==> src/rtl/core/imu_window_crash_fall_detector_unit_macros.svh <==
// Assertion macros for the IMU window crash/fall detector.
// Uses clk_i and rst_ni of the module that includes it; no other dependencies.
`ifndef IMU_WINDOW_CRASH_FALL_DETECTOR_UNIT_MACROS_SVH
`define IMU_WINDOW_CRASH_FALL_DETECTOR_UNIT_MACROS_SVH

`ifndef ASSERT_OFF
// Checked outside reset only
`define IMUWCF_ASSERT(lbl, prop) \
  lbl: assert property (@(posedge clk_i) disable iff (!rst_ni) prop) \
    else $error("imuwcf: assertion failed");
// Checked at every edge, reset included
`define IMUWCF_ASSERT_ALWAYS(lbl, prop) \
  lbl: assert property (@(posedge clk_i) prop) \
    else $error("imuwcf: assertion failed during reset");
`else
`define IMUWCF_ASSERT(lbl, prop)
`define IMUWCF_ASSERT_ALWAYS(lbl, prop)
`endif

`endif

==> src/rtl/core/imuwcf_pkg.sv <==
// Shared constants, payload types and helpers for the IMU window crash/fall detector.
// No dependencies; used by imuwcf_csub and the top level.
`default_nettype none

package imuwcf_pkg;

  // Sample and datapath widths
  localparam int SAMPLE_BITS = 16;
  localparam int AXES        = 4;
  localparam int ACC_AXES    = 3;
  localparam int AX_W        = $clog2(AXES);
  localparam int CNT_W       = 16;                 // sample counter
  localparam int N_W         = CNT_W + 1;          // samples summed, up to 2^CNT_W
  localparam int SUM_W       = SAMPLE_BITS + N_W;  // per-axis window sum
  localparam int MAG_W       = SAMPLE_BITS + 1;    // |corrected average|
  localparam int ROOT_W      = MAG_W + 1;          // square root of three squares
  localparam int SQ_W        = 2 * ROOT_W;         // sum of three squares
  localparam int STEP_W      = $clog2(SUM_W + 1);
  // Compare/subtract width: divider remainder or root remainder, whichever is wider
  localparam int UNIT_W      = (MAG_W + 3 > N_W + 1) ? MAG_W + 3 : N_W + 1;

  // Field and register widths
  localparam int LEVEL_W     = 17;
  localparam int FALL_W      = 16;
  localparam int WIN_W       = 16;
  localparam int CLIM_W      = 17;
  localparam int FLIM_W      = 16;
  localparam int CFG_IDX_W   = 4;
  localparam int CFG_DATA_W  = 17;
  localparam int CMP_W       = (ROOT_W > CLIM_W) ? ROOT_W : CLIM_W;
  localparam int FCMP_W      = (MAG_W > FLIM_W) ? MAG_W : FLIM_W;

  // Register indexes
  localparam logic [CFG_IDX_W-1:0] REG_WINDOW_COUNT      = CFG_IDX_W'(0);
  localparam logic [CFG_IDX_W-1:0] REG_CALIBRATION_COUNT = CFG_IDX_W'(1);
  localparam logic [CFG_IDX_W-1:0] REG_CRASH_LIMIT       = CFG_IDX_W'(2);
  localparam logic [CFG_IDX_W-1:0] REG_FALL_LIMIT        = CFG_IDX_W'(3);

  // Register reset values
  localparam logic [WIN_W-1:0]  WINDOW_RESET      = WIN_W'(500);
  localparam logic [WIN_W-1:0]  CALIBRATION_RESET = WIN_W'(500);
  localparam logic [CLIM_W-1:0] CRASH_RESET       = CLIM_W'(2048);
  localparam logic [FLIM_W-1:0] FALL_RESET        = FLIM_W'(2048);

  // Corrected averages saturate at this magnitude before squaring
  localparam logic [63:0] SAT_MAG = 64'h0000_0000_8000_0000;

  typedef struct packed {
    logic signed [SAMPLE_BITS-1:0] accel_x;
    logic signed [SAMPLE_BITS-1:0] accel_y;
    logic signed [SAMPLE_BITS-1:0] accel_z;
    logic signed [SAMPLE_BITS-1:0] gyro_z;
  } in_item_t;

  typedef struct packed {
    logic [LEVEL_W-1:0] crash_level;
    logic               crash;
    logic [FALL_W-1:0]  fall_level;
    logic               fall;
  } out_item_t;

  // Result of the shared compare/subtract unit
  typedef struct packed {
    logic              ge;
    logic [UNIT_W-1:0] diff;
  } csub_res_t;

  function automatic logic [MAG_W-1:0] sat_mag(input logic [MAG_W-1:0] m);
    logic [63:0] wide;
    wide = 64'(m);
    if (wide > SAT_MAG) begin
      sat_mag = MAG_W'(SAT_MAG);
    end else begin
      sat_mag = m;
    end
  endfunction

endpackage

`default_nettype wire

==> src/rtl/core/imuwcf_csub.sv <==
// Shared compare/subtract unit: one restoring step for the divider and the square root.
// Depends on imuwcf_pkg.
`default_nettype none

module imuwcf_csub (
  input  logic [imuwcf_pkg::UNIT_W-1:0] a_i,
  input  logic [imuwcf_pkg::UNIT_W-1:0] b_i,
  output imuwcf_pkg::csub_res_t         res_o
);

  logic [imuwcf_pkg::UNIT_W:0] wide_diff;

  // Borrow out of the subtraction means a < b
  assign wide_diff  = {1'b0, a_i} - {1'b0, b_i};
  assign res_o.ge   = ~wide_diff[imuwcf_pkg::UNIT_W];
  assign res_o.diff = wide_diff[imuwcf_pkg::UNIT_W-1:0];

endmodule

`default_nettype wire

==> src/rtl/core/imu_window_crash_fall_detector_unit.sv <==
// A sample that does not close a window is added to the axis sums. Closing a window runs
// a restoring division of each of the four axis sums (the calibration window ends there and
// gives no result), then the magnitude steps, ROOT_W root steps and an output step that
// registers the result. Throughput: one sample per cycle inside a window; the shared
// compare/subtract unit sets the window-end time. Reset: registers to defaults, sums,
// offsets, counter cleared.
`default_nettype none
`include "imu_window_crash_fall_detector_unit_macros.svh"

module imu_window_crash_fall_detector_unit (
  input  logic                                clk_i,
  input  logic                                rst_ni,
  // sample channel
  input  logic                                in_valid_i,
  output logic                                in_ready_o,
  input  imuwcf_pkg::in_item_t                in_data_i,
  // result channel
  output logic                                out_valid_o,
  input  logic                                out_ready_i,
  output imuwcf_pkg::out_item_t               out_data_o,
  // configuration writes
  input  logic                                cfg_valid_i,
  output logic                                cfg_ready_o,
  input  logic [imuwcf_pkg::CFG_IDX_W-1:0]    cfg_index_i,
  input  logic [imuwcf_pkg::CFG_DATA_W-1:0]   cfg_data_i
);

  typedef logic signed [imuwcf_pkg::SUM_W-1:0]       sum_t;
  typedef logic signed [imuwcf_pkg::SAMPLE_BITS-1:0] smp_t;
  typedef logic [imuwcf_pkg::UNIT_W-1:0]             unit_t;

  typedef enum logic [5:0] {
    S_IDLE  = 6'b000001,
    S_DLOAD = 6'b000010,
    S_DIV   = 6'b000100,
    S_MAG   = 6'b001000,
    S_ROOT  = 6'b010000,
    S_OUT   = 6'b100000
  } state_e;

  // Control state
  state_e                               state_q, state_d;
  logic [imuwcf_pkg::CNT_W-1:0]         cnt_q, cnt_d;
  logic [imuwcf_pkg::AX_W-1:0]          ax_q, ax_d;
  logic [imuwcf_pkg::STEP_W-1:0]        step_q, step_d;
  logic                                 cal_done_q, cal_done_d;
  logic                                 out_valid_q, out_valid_d;
  sum_t                                 sum_q [imuwcf_pkg::AXES];
  sum_t                                 sum_d [imuwcf_pkg::AXES];
  smp_t                                 off_q [imuwcf_pkg::AXES];
  smp_t                                 off_d [imuwcf_pkg::AXES];
  logic [imuwcf_pkg::WIN_W-1:0]         win_q, win_d;
  logic [imuwcf_pkg::WIN_W-1:0]         calib_q, calib_d;
  logic [imuwcf_pkg::CLIM_W-1:0]        crash_lim_q, crash_lim_d;
  logic [imuwcf_pkg::FLIM_W-1:0]        fall_lim_q, fall_lim_d;

  // Datapath
  logic [imuwcf_pkg::N_W-1:0]           n_q, n_d;
  logic                                 neg_q, neg_d;
  logic [imuwcf_pkg::SUM_W-1:0]         dq_q, dq_d;
  unit_t                                rem_q, rem_d;
  smp_t                                 avg_q [imuwcf_pkg::AXES];
  smp_t                                 avg_d [imuwcf_pkg::AXES];
  logic [imuwcf_pkg::SQ_W-1:0]          acc_q, acc_d;
  logic [imuwcf_pkg::MAG_W-1:0]         fall_mag_q, fall_mag_d;
  logic [imuwcf_pkg::SQ_W-1:0]          xs_q, xs_d;
  logic [imuwcf_pkg::ROOT_W-1:0]        root_q, root_d;
  imuwcf_pkg::out_item_t                out_q, out_d;

  // Combinational helpers
  smp_t                                 smp [imuwcf_pkg::AXES];
  logic [imuwcf_pkg::CNT_W-1:0]         cnt_inc;
  logic [imuwcf_pkg::WIN_W-1:0]         need;
  logic                                 win_end;
  unit_t                                unit_a, unit_b;
  imuwcf_pkg::csub_res_t                unit_res;
  logic [imuwcf_pkg::SUM_W-1:0]         quot;
  logic [imuwcf_pkg::SUM_W-1:0]         quot_s;
  logic signed [imuwcf_pkg::MAG_W-1:0]  cdiff;
  logic [imuwcf_pkg::MAG_W-1:0]         mag;
  logic [2*imuwcf_pkg::MAG_W-1:0]       mag_sq;

  logic accept_in;
  logic accept_cfg;

  assign in_ready_o  = (state_q == S_IDLE);
  assign accept_in   = in_valid_i && in_ready_o;
  assign cfg_ready_o = 1'b1;
  assign accept_cfg  = cfg_valid_i && cfg_ready_o;
  assign out_valid_o = out_valid_q;
  assign out_data_o  = out_q;

  // Sample fields in axis order
  always_comb begin
    smp[0] = in_data_i.accel_x;
    smp[1] = in_data_i.accel_y;
    smp[2] = in_data_i.accel_z;
    smp[3] = in_data_i.gyro_z;
  end

  // Window length in force; a zero count acts as one
  always_comb begin
    cnt_inc = cnt_q + imuwcf_pkg::CNT_W'(1);
    need    = cal_done_q ? win_q : calib_q;
    if (need == '0) begin
      need = imuwcf_pkg::WIN_W'(1);
    end
    win_end = (cnt_inc >= need) || (cnt_inc == '0);
  end

  // Operand select for the shared compare/subtract unit
  always_comb begin
    unit_a = '0;
    unit_b = '0;
    case (state_q)
      S_DIV: begin
        unit_a = {rem_q[imuwcf_pkg::UNIT_W-2:0], dq_q[imuwcf_pkg::SUM_W-1]};
        unit_b = unit_t'(n_q);
      end
      S_ROOT: begin
        unit_a = {rem_q[imuwcf_pkg::UNIT_W-3:0],
                  xs_q[imuwcf_pkg::SQ_W-1:imuwcf_pkg::SQ_W-2]};
        unit_b = unit_t'({root_q, 2'b01});
      end
      default: begin
        unit_a = '0;
        unit_b = '0;
      end
    endcase
  end

  imuwcf_csub u_csub (
    .a_i   (unit_a),
    .b_i   (unit_b),
    .res_o (unit_res)
  );

  // Quotient with the final bit, signed back; corrected magnitude for the axis in turn
  always_comb begin
    quot   = {dq_q[imuwcf_pkg::SUM_W-2:0], unit_res.ge};
    quot_s = neg_q ? (~quot + imuwcf_pkg::SUM_W'(1)) : quot;
    cdiff  = imuwcf_pkg::MAG_W'(avg_q[ax_q]) - imuwcf_pkg::MAG_W'(off_q[ax_q]);
    if (cdiff[imuwcf_pkg::MAG_W-1]) begin
      mag = imuwcf_pkg::sat_mag(~cdiff + imuwcf_pkg::MAG_W'(1));
    end else begin
      mag = imuwcf_pkg::sat_mag(cdiff);
    end
    mag_sq = mag * mag;
  end

  // Sequencer and next-state logic
  always_comb begin
    state_d     = state_q;
    cnt_d       = cnt_q;
    ax_d        = ax_q;
    step_d      = step_q;
    cal_done_d  = cal_done_q;
    out_valid_d = out_valid_q;
    sum_d       = sum_q;
    off_d       = off_q;
    win_d       = win_q;
    calib_d     = calib_q;
    crash_lim_d = crash_lim_q;
    fall_lim_d  = fall_lim_q;
    n_d         = n_q;
    neg_d       = neg_q;
    dq_d        = dq_q;
    rem_d       = rem_q;
    avg_d       = avg_q;
    acc_d       = acc_q;
    fall_mag_d  = fall_mag_q;
    xs_d        = xs_q;
    root_d      = root_q;
    out_d       = out_q;

    // result taken downstream
    if (out_valid_q && out_ready_i) begin
      out_valid_d = 1'b0;
    end

    // configuration write; unknown indexes are dropped
    if (accept_cfg) begin
      case (cfg_index_i)
        imuwcf_pkg::REG_WINDOW_COUNT:
          win_d = cfg_data_i[imuwcf_pkg::WIN_W-1:0];
        imuwcf_pkg::REG_CALIBRATION_COUNT:
          calib_d = cfg_data_i[imuwcf_pkg::WIN_W-1:0];
        imuwcf_pkg::REG_CRASH_LIMIT:
          crash_lim_d = cfg_data_i[imuwcf_pkg::CLIM_W-1:0];
        imuwcf_pkg::REG_FALL_LIMIT:
          fall_lim_d = cfg_data_i[imuwcf_pkg::FLIM_W-1:0];
        default: ;
      endcase
    end

    case (state_q)
      S_IDLE: begin
        if (accept_in) begin
          for (int i = 0; i < imuwcf_pkg::AXES; i++) begin
            sum_d[i] = sum_q[i] + sum_t'(smp[i]);
          end
          if (win_end) begin
            n_d     = (cnt_inc == '0) ? {1'b1, imuwcf_pkg::CNT_W'(0)} : {1'b0, cnt_inc};
            cnt_d   = '0;
            ax_d    = '0;
            state_d = S_DLOAD;
          end else begin
            cnt_d = cnt_inc;
          end
        end
      end

      // take the magnitude of one axis sum and clear it
      S_DLOAD: begin
        neg_d        = sum_q[ax_q][imuwcf_pkg::SUM_W-1];
        dq_d         = neg_d ? imuwcf_pkg::SUM_W'(-sum_q[ax_q])
                             : imuwcf_pkg::SUM_W'(sum_q[ax_q]);
        sum_d[ax_q]  = '0;
        rem_d        = '0;
        step_d       = imuwcf_pkg::STEP_W'(imuwcf_pkg::SUM_W);
        state_d      = S_DIV;
      end

      // one restoring division bit per cycle
      S_DIV: begin
        rem_d  = unit_res.ge ? unit_res.diff : unit_a;
        dq_d   = quot;
        step_d = step_q - imuwcf_pkg::STEP_W'(1);
        if (step_q == imuwcf_pkg::STEP_W'(1)) begin
          if (cal_done_q) begin
            avg_d[ax_q] = quot_s[imuwcf_pkg::SAMPLE_BITS-1:0];
          end else begin
            off_d[ax_q] = quot_s[imuwcf_pkg::SAMPLE_BITS-1:0];
          end
          if (ax_q == imuwcf_pkg::AX_W'(imuwcf_pkg::AXES - 1)) begin
            ax_d  = '0;
            acc_d = '0;
            if (cal_done_q) begin
              state_d = S_MAG;
            end else begin
              cal_done_d = 1'b1;
              state_d    = S_IDLE;
            end
          end else begin
            ax_d    = ax_q + imuwcf_pkg::AX_W'(1);
            state_d = S_DLOAD;
          end
        end
      end

      // accumulate squared accel magnitudes, then latch the gyro magnitude
      S_MAG: begin
        if (ax_q == imuwcf_pkg::AX_W'(imuwcf_pkg::ACC_AXES)) begin
          fall_mag_d = mag;
          xs_d       = acc_q;
          rem_d      = '0;
          root_d     = '0;
          step_d     = imuwcf_pkg::STEP_W'(imuwcf_pkg::ROOT_W);
          state_d    = S_ROOT;
        end else begin
          acc_d = acc_q + imuwcf_pkg::SQ_W'(mag_sq);
          ax_d  = ax_q + imuwcf_pkg::AX_W'(1);
        end
      end

      // one root bit per cycle, two radicand bits shifted in
      S_ROOT: begin
        rem_d  = unit_res.ge ? unit_res.diff : unit_a;
        root_d = {root_q[imuwcf_pkg::ROOT_W-2:0], unit_res.ge};
        xs_d   = {xs_q[imuwcf_pkg::SQ_W-3:0], 2'b00};
        step_d = step_q - imuwcf_pkg::STEP_W'(1);
        if (step_q == imuwcf_pkg::STEP_W'(1)) begin
          state_d = S_OUT;
        end
      end

      // load the result register once it is free
      S_OUT: begin
        if (!out_valid_q || out_ready_i) begin
          out_d.crash_level = imuwcf_pkg::LEVEL_W'(root_q);
          out_d.crash       = imuwcf_pkg::CMP_W'(root_q) > imuwcf_pkg::CMP_W'(crash_lim_q);
          out_d.fall_level  = imuwcf_pkg::FALL_W'(fall_mag_q);
          out_d.fall        = imuwcf_pkg::FCMP_W'(fall_mag_q) >
                              imuwcf_pkg::FCMP_W'(fall_lim_q);
          out_valid_d       = 1'b1;
          state_d           = S_IDLE;
        end
      end

      default: begin
        state_d = S_IDLE;
      end
    endcase
  end

  // Control registers
  always_ff @(posedge clk_i or negedge rst_ni) begin
    if (!rst_ni) begin
      state_q     <= S_IDLE;
      cnt_q       <= '0;
      ax_q        <= '0;
      step_q      <= '0;
      cal_done_q  <= 1'b0;
      out_valid_q <= 1'b0;
      for (int i = 0; i < imuwcf_pkg::AXES; i++) begin
        sum_q[i] <= '0;
        off_q[i] <= '0;
      end
      win_q       <= imuwcf_pkg::WINDOW_RESET;
      calib_q     <= imuwcf_pkg::CALIBRATION_RESET;
      crash_lim_q <= imuwcf_pkg::CRASH_RESET;
      fall_lim_q  <= imuwcf_pkg::FALL_RESET;
    end else begin
      state_q     <= state_d;
      cnt_q       <= cnt_d;
      ax_q        <= ax_d;
      step_q      <= step_d;
      cal_done_q  <= cal_done_d;
      out_valid_q <= out_valid_d;
      sum_q       <= sum_d;
      off_q       <= off_d;
      win_q       <= win_d;
      calib_q     <= calib_d;
      crash_lim_q <= crash_lim_d;
      fall_lim_q  <= fall_lim_d;
    end
  end

  // Datapath registers
  always_ff @(posedge clk_i) begin
    n_q        <= n_d;
    neg_q      <= neg_d;
    dq_q       <= dq_d;
    rem_q      <= rem_d;
    avg_q      <= avg_d;
    acc_q      <= acc_d;
    fall_mag_q <= fall_mag_d;
    xs_q       <= xs_d;
    root_q     <= root_d;
    out_q      <= out_d;
  end

  // Counter is cleared for the whole window-end sequence
  `IMUWCF_ASSERT(a_cnt_clear, ((state_q == S_DLOAD) || (state_q == S_DIV)) |-> (cnt_q == '0))
  // Divider remainder stays below the divisor
  `IMUWCF_ASSERT(a_div_rem, (state_q == S_DIV) |-> (rem_q < unit_t'(n_q)))
  // Root remainder never exceeds twice the partial root
  `IMUWCF_ASSERT(a_root_rem, (state_q == S_ROOT) |-> (rem_q <= (unit_t'(root_q) << 1)))
  // No result before calibration has finished
  `IMUWCF_ASSERT(a_res_after_cal, $rose(out_valid_q) |-> cal_done_q)
  // Result register is empty while reset is held
  `IMUWCF_ASSERT_ALWAYS(a_rst_out, !rst_ni |-> !out_valid_o)

endmodule

`default_nettype wire
==> config.mk <==
export PLATFORM = sky130hd
export DESIGN_NAME = imu_window_crash_fall_detector_unit
export DESIGN_NICKNAME = d
export VERILOG_FILES = /design/src/rtl/core/imuwcf_pkg.sv /design/src/rtl/core/imuwcf_csub.sv /design/src/rtl/core/imu_window_crash_fall_detector_unit.sv
export VERILOG_INCLUDE_DIRS = /design/src /design/src/rtl/core
export SDC_FILE = /design/constraint.sdc
export NUM_CORES = 2
export LEC_CHECK = 0
export CORE_AREA = 2 2 284 286
export DETAILED_ROUTE_END_ITERATION = 8
export DIE_AREA = 0 0 286 288
export DONT_BUFFER_PORTS = 1
export PLACE_DENSITY = 0.69
export SLEW_MARGIN = 25
export SYNTH_ARGS = -nofsm -noshare
export SYNTH_HDL_FRONTEND = slang
export SYNTH_SLANG_ARGS = --single-unit
==> constraint.sdc <==
create_clock -name clk_i -period 17.4 [get_ports clk_i]
set_input_delay 3.48 -clock clk_i [delete_from_list [all_inputs] [get_ports clk_i]]
set_output_delay 3.48 -clock clk_i [all_outputs]
set_load 0.01 [all_outputs]
==> impl_metrics.ini <==
[run_status]
status = complete, no violations

[critical_path]
worstSetupEndpointType = register
crit_start = ax_q[0]$_DFFE_PN0P_
crit_fanout = 31
cp_common_cell = fa_1
reg2reg_slack_ns = 5.97
reg2regPathDepth = 36
setup.worst_path.class = reg -> reg
crit_family = adder cells
r2r-end = acc_q[34]$_SDFFCE_PN0P_
cp_data_arrival_time_ns = 11.78
startpoint_type = register
crit_buf_inv = 7
cpMaxStageDelayCell = dfrtp_4
worstPathRequired_ns = 17.75
reg2reg_from = ax_q[0]$_DFFE_PN0P_
crit_path_max_incr_delay_ns = 0.81

[global_route]
grt_overflow = 0
grt_pass1_vias = 30900
track_usage_pct = 25.3
antenna_found_initial = 0
grt_pass1_wl_um = 166000
grt_max_degree = 294

[yosys]
yosysTopAreaCellShare_pct = 19.6
ys_seq_area_share_pct = 36.9
ys.flop_type = dfrtp_1
synth_compound_area_share_pct = 13.4
async_reset_ff_share_pct = 51.5
synthXorXnorAreaFrac_pct = 5.06
synth_cell_types = 92
synth_top_family_by_area = adder cells
synthAdderAreaFrac_pct = 20.7
synth_area_leaders = edfxtp_1, dfrtp_1, fa_1
netlist_top_cells_count = inv_1, nand2_1, ha_1
syn_area_mm2 = 0.0423
synth_edf_count = 276
synth_seq_cells = 569
yosysMostFrequentCell = inv_1
syn_area_per_cell_um2 = 9.97
synth.largest_area_cell = edfxtp_1
synth.mux.area_fraction_pct = 5.73
synth_cells = 4245
yosys.area_share.simple_pct = 12.2
ys_warn_count = 0

[drt]
drcViolationCount = 0
drt_first_pass_iters = 6
detail-route-antenna-nets = 0
vias = 30700
avgRoutedWirePerCell_um = 19.0
wl_um = 101000
drt_iter0_markers = 2216
viasPerCell = 5.76

[sta]
clock_skew_ns = 0.0326
finalMaxSlewViolations = 0
rsz0062_at_grt = no
max_clock_freq_mhz = 87.5
fin_crit_sh_pct = 65.7
slew_headroom_pct = 34.2
min_period_ns = 11.43
setup_viol = 0
report.final.hold_viol_count = 0
finalSetupTns_ns = 0
tightest_slew_ns = 0.984

[floorplanning]
initial_core_util_pct = 53.2
row_count = 104
die_area_mm2 = 0.0824
core_mm2 = 0.0796
fp.dieW_um = 286
ioPinCount = 128
die_y_um = 288

[cells_and_area]
final_area_mm2 = 0.0457
areaGrowthSynthToFinish_pct = 7.90
stdcell_count = 5328
drive_gt1_share_pct = 7.90
diodes = 0
final_nets = 4865

[clock_tree]
cts_buffer_depth = 3
cts.sinks = 569
cts_hold_buf = 0
htreeDepth = 3
clk_pin_slew_ns = 0.06
cts_tree = yes
cts_buffers = 67
cts_setup_buffers = 0
ctsResizeCount = 0
clk_latency_ns = 0.63
cts_root_buf = clkbuf_16

[placement]
port_buffers = 0
dp_hpwl_um = 75300
placed_cell_area_mm2 = 0.0435
dp_cells = 5204
gp_congestion = 0.908

[worst_hold_path]
min_path_type = reg -> reg
hold_end = out_data_o[1]$_DFFE_PP_
hold_depth = 0
hold_start = fall_mag_q[0]$_DFFE_PP_

[flow_run]
cap_violations = 0
[registers in the layout (all words and copies together) (netlist names)]
name,flops
acc_q,36
avg_q,64
ax_q,2
cal_done_q,1
calib_q,16
cnt_q,16
crash_lim_q,17
dq_q,33
fall_lim_q,16
fall_mag_q,17
n_q,17
neg_q,1
off_q,64
out_data_o,35
out_valid_o,1
rem_q,19
root_q,18
state_q,6
step_q,6
sum_q,132
win_q,16
xs_q,36
[stage by stage]
step	util, %	setup slack, ns	hold slack [ns]
5_1_grt	57.4	5.07	0.473
4_1_cts	57.4	5.95	0.458
3_5_place_dp	54.6	5.99	0.444
6_report	57.4	5.97	0.460
2_1_floorplan	-	6.05	0.426
3_3_place_gp	54.5	6.23	0.437
[layer usage]
metal	GRT usage [%]	routed length, um	up-vias
li1	-	-	14600
met1	34.4	44300	15000
met2	42.4	48300	850
met3	3.12	5680	183
met4	7.66	2860	0
met5	0	0	-
[cells by family (layout without fill, tap and decap cells)]
logic type | count (synthesis) | in the layout
mux | 154 | 154
xor+xnor | 243 | 243
flops | 569 | 569
simple gates | 1126 | 1126
fa+ha+maj | 562 | 562
compound gates | 931 | 931
buf+inv | 658 | 671
other cells | 2 | 12
[layout by cell type (no fill, tap or decap), drive strengths merged, types with 49 or more instances in the layout]
cell and n:
dfrtp 278, a21o 93, ha 333, edfxtp 276, o21ai 311, and2 49, xor2 132, mux2 66
nor3 51, clkbuf 92, fa 229, nand2 465, a21oi 268, nand3 54, xnor2 111, mux4 64
inv 516, nor2 289
[final cells by class]
cell class                 instances  area, um^2
tap                             1060        1330
clock buffer                      92        1850
clock inverter                    32         368
fill                            6902       34000
timing repair buffer              35         283
sequential                       569       15600
multi-input combinational       3028       24300
inverter                         512        1920
[worst max path at each step]
stage	endpoint	slack [ns]	cells after the start
finish	acc_q[34]$_SDFFCE_PN0P_	5.97	36
global route	acc_q[34]$_SDFFCE_PN0P_	5.07	36
CTS	acc_q[34]$_SDFFCE_PN0P_	5.95	34
detailed placement	acc_q[34]$_SDFFCE_PN0P_	5.99	34
global placement	acc_q[34]$_SDFFCE_PN0P_	6.23	34
floorplan	acc_q[34]$_SDFFCE_PN0P_	6.05	38
Power is not shown: default switching activity piles up to over one toggle a cycle in this logic, so the estimate is an artifact.
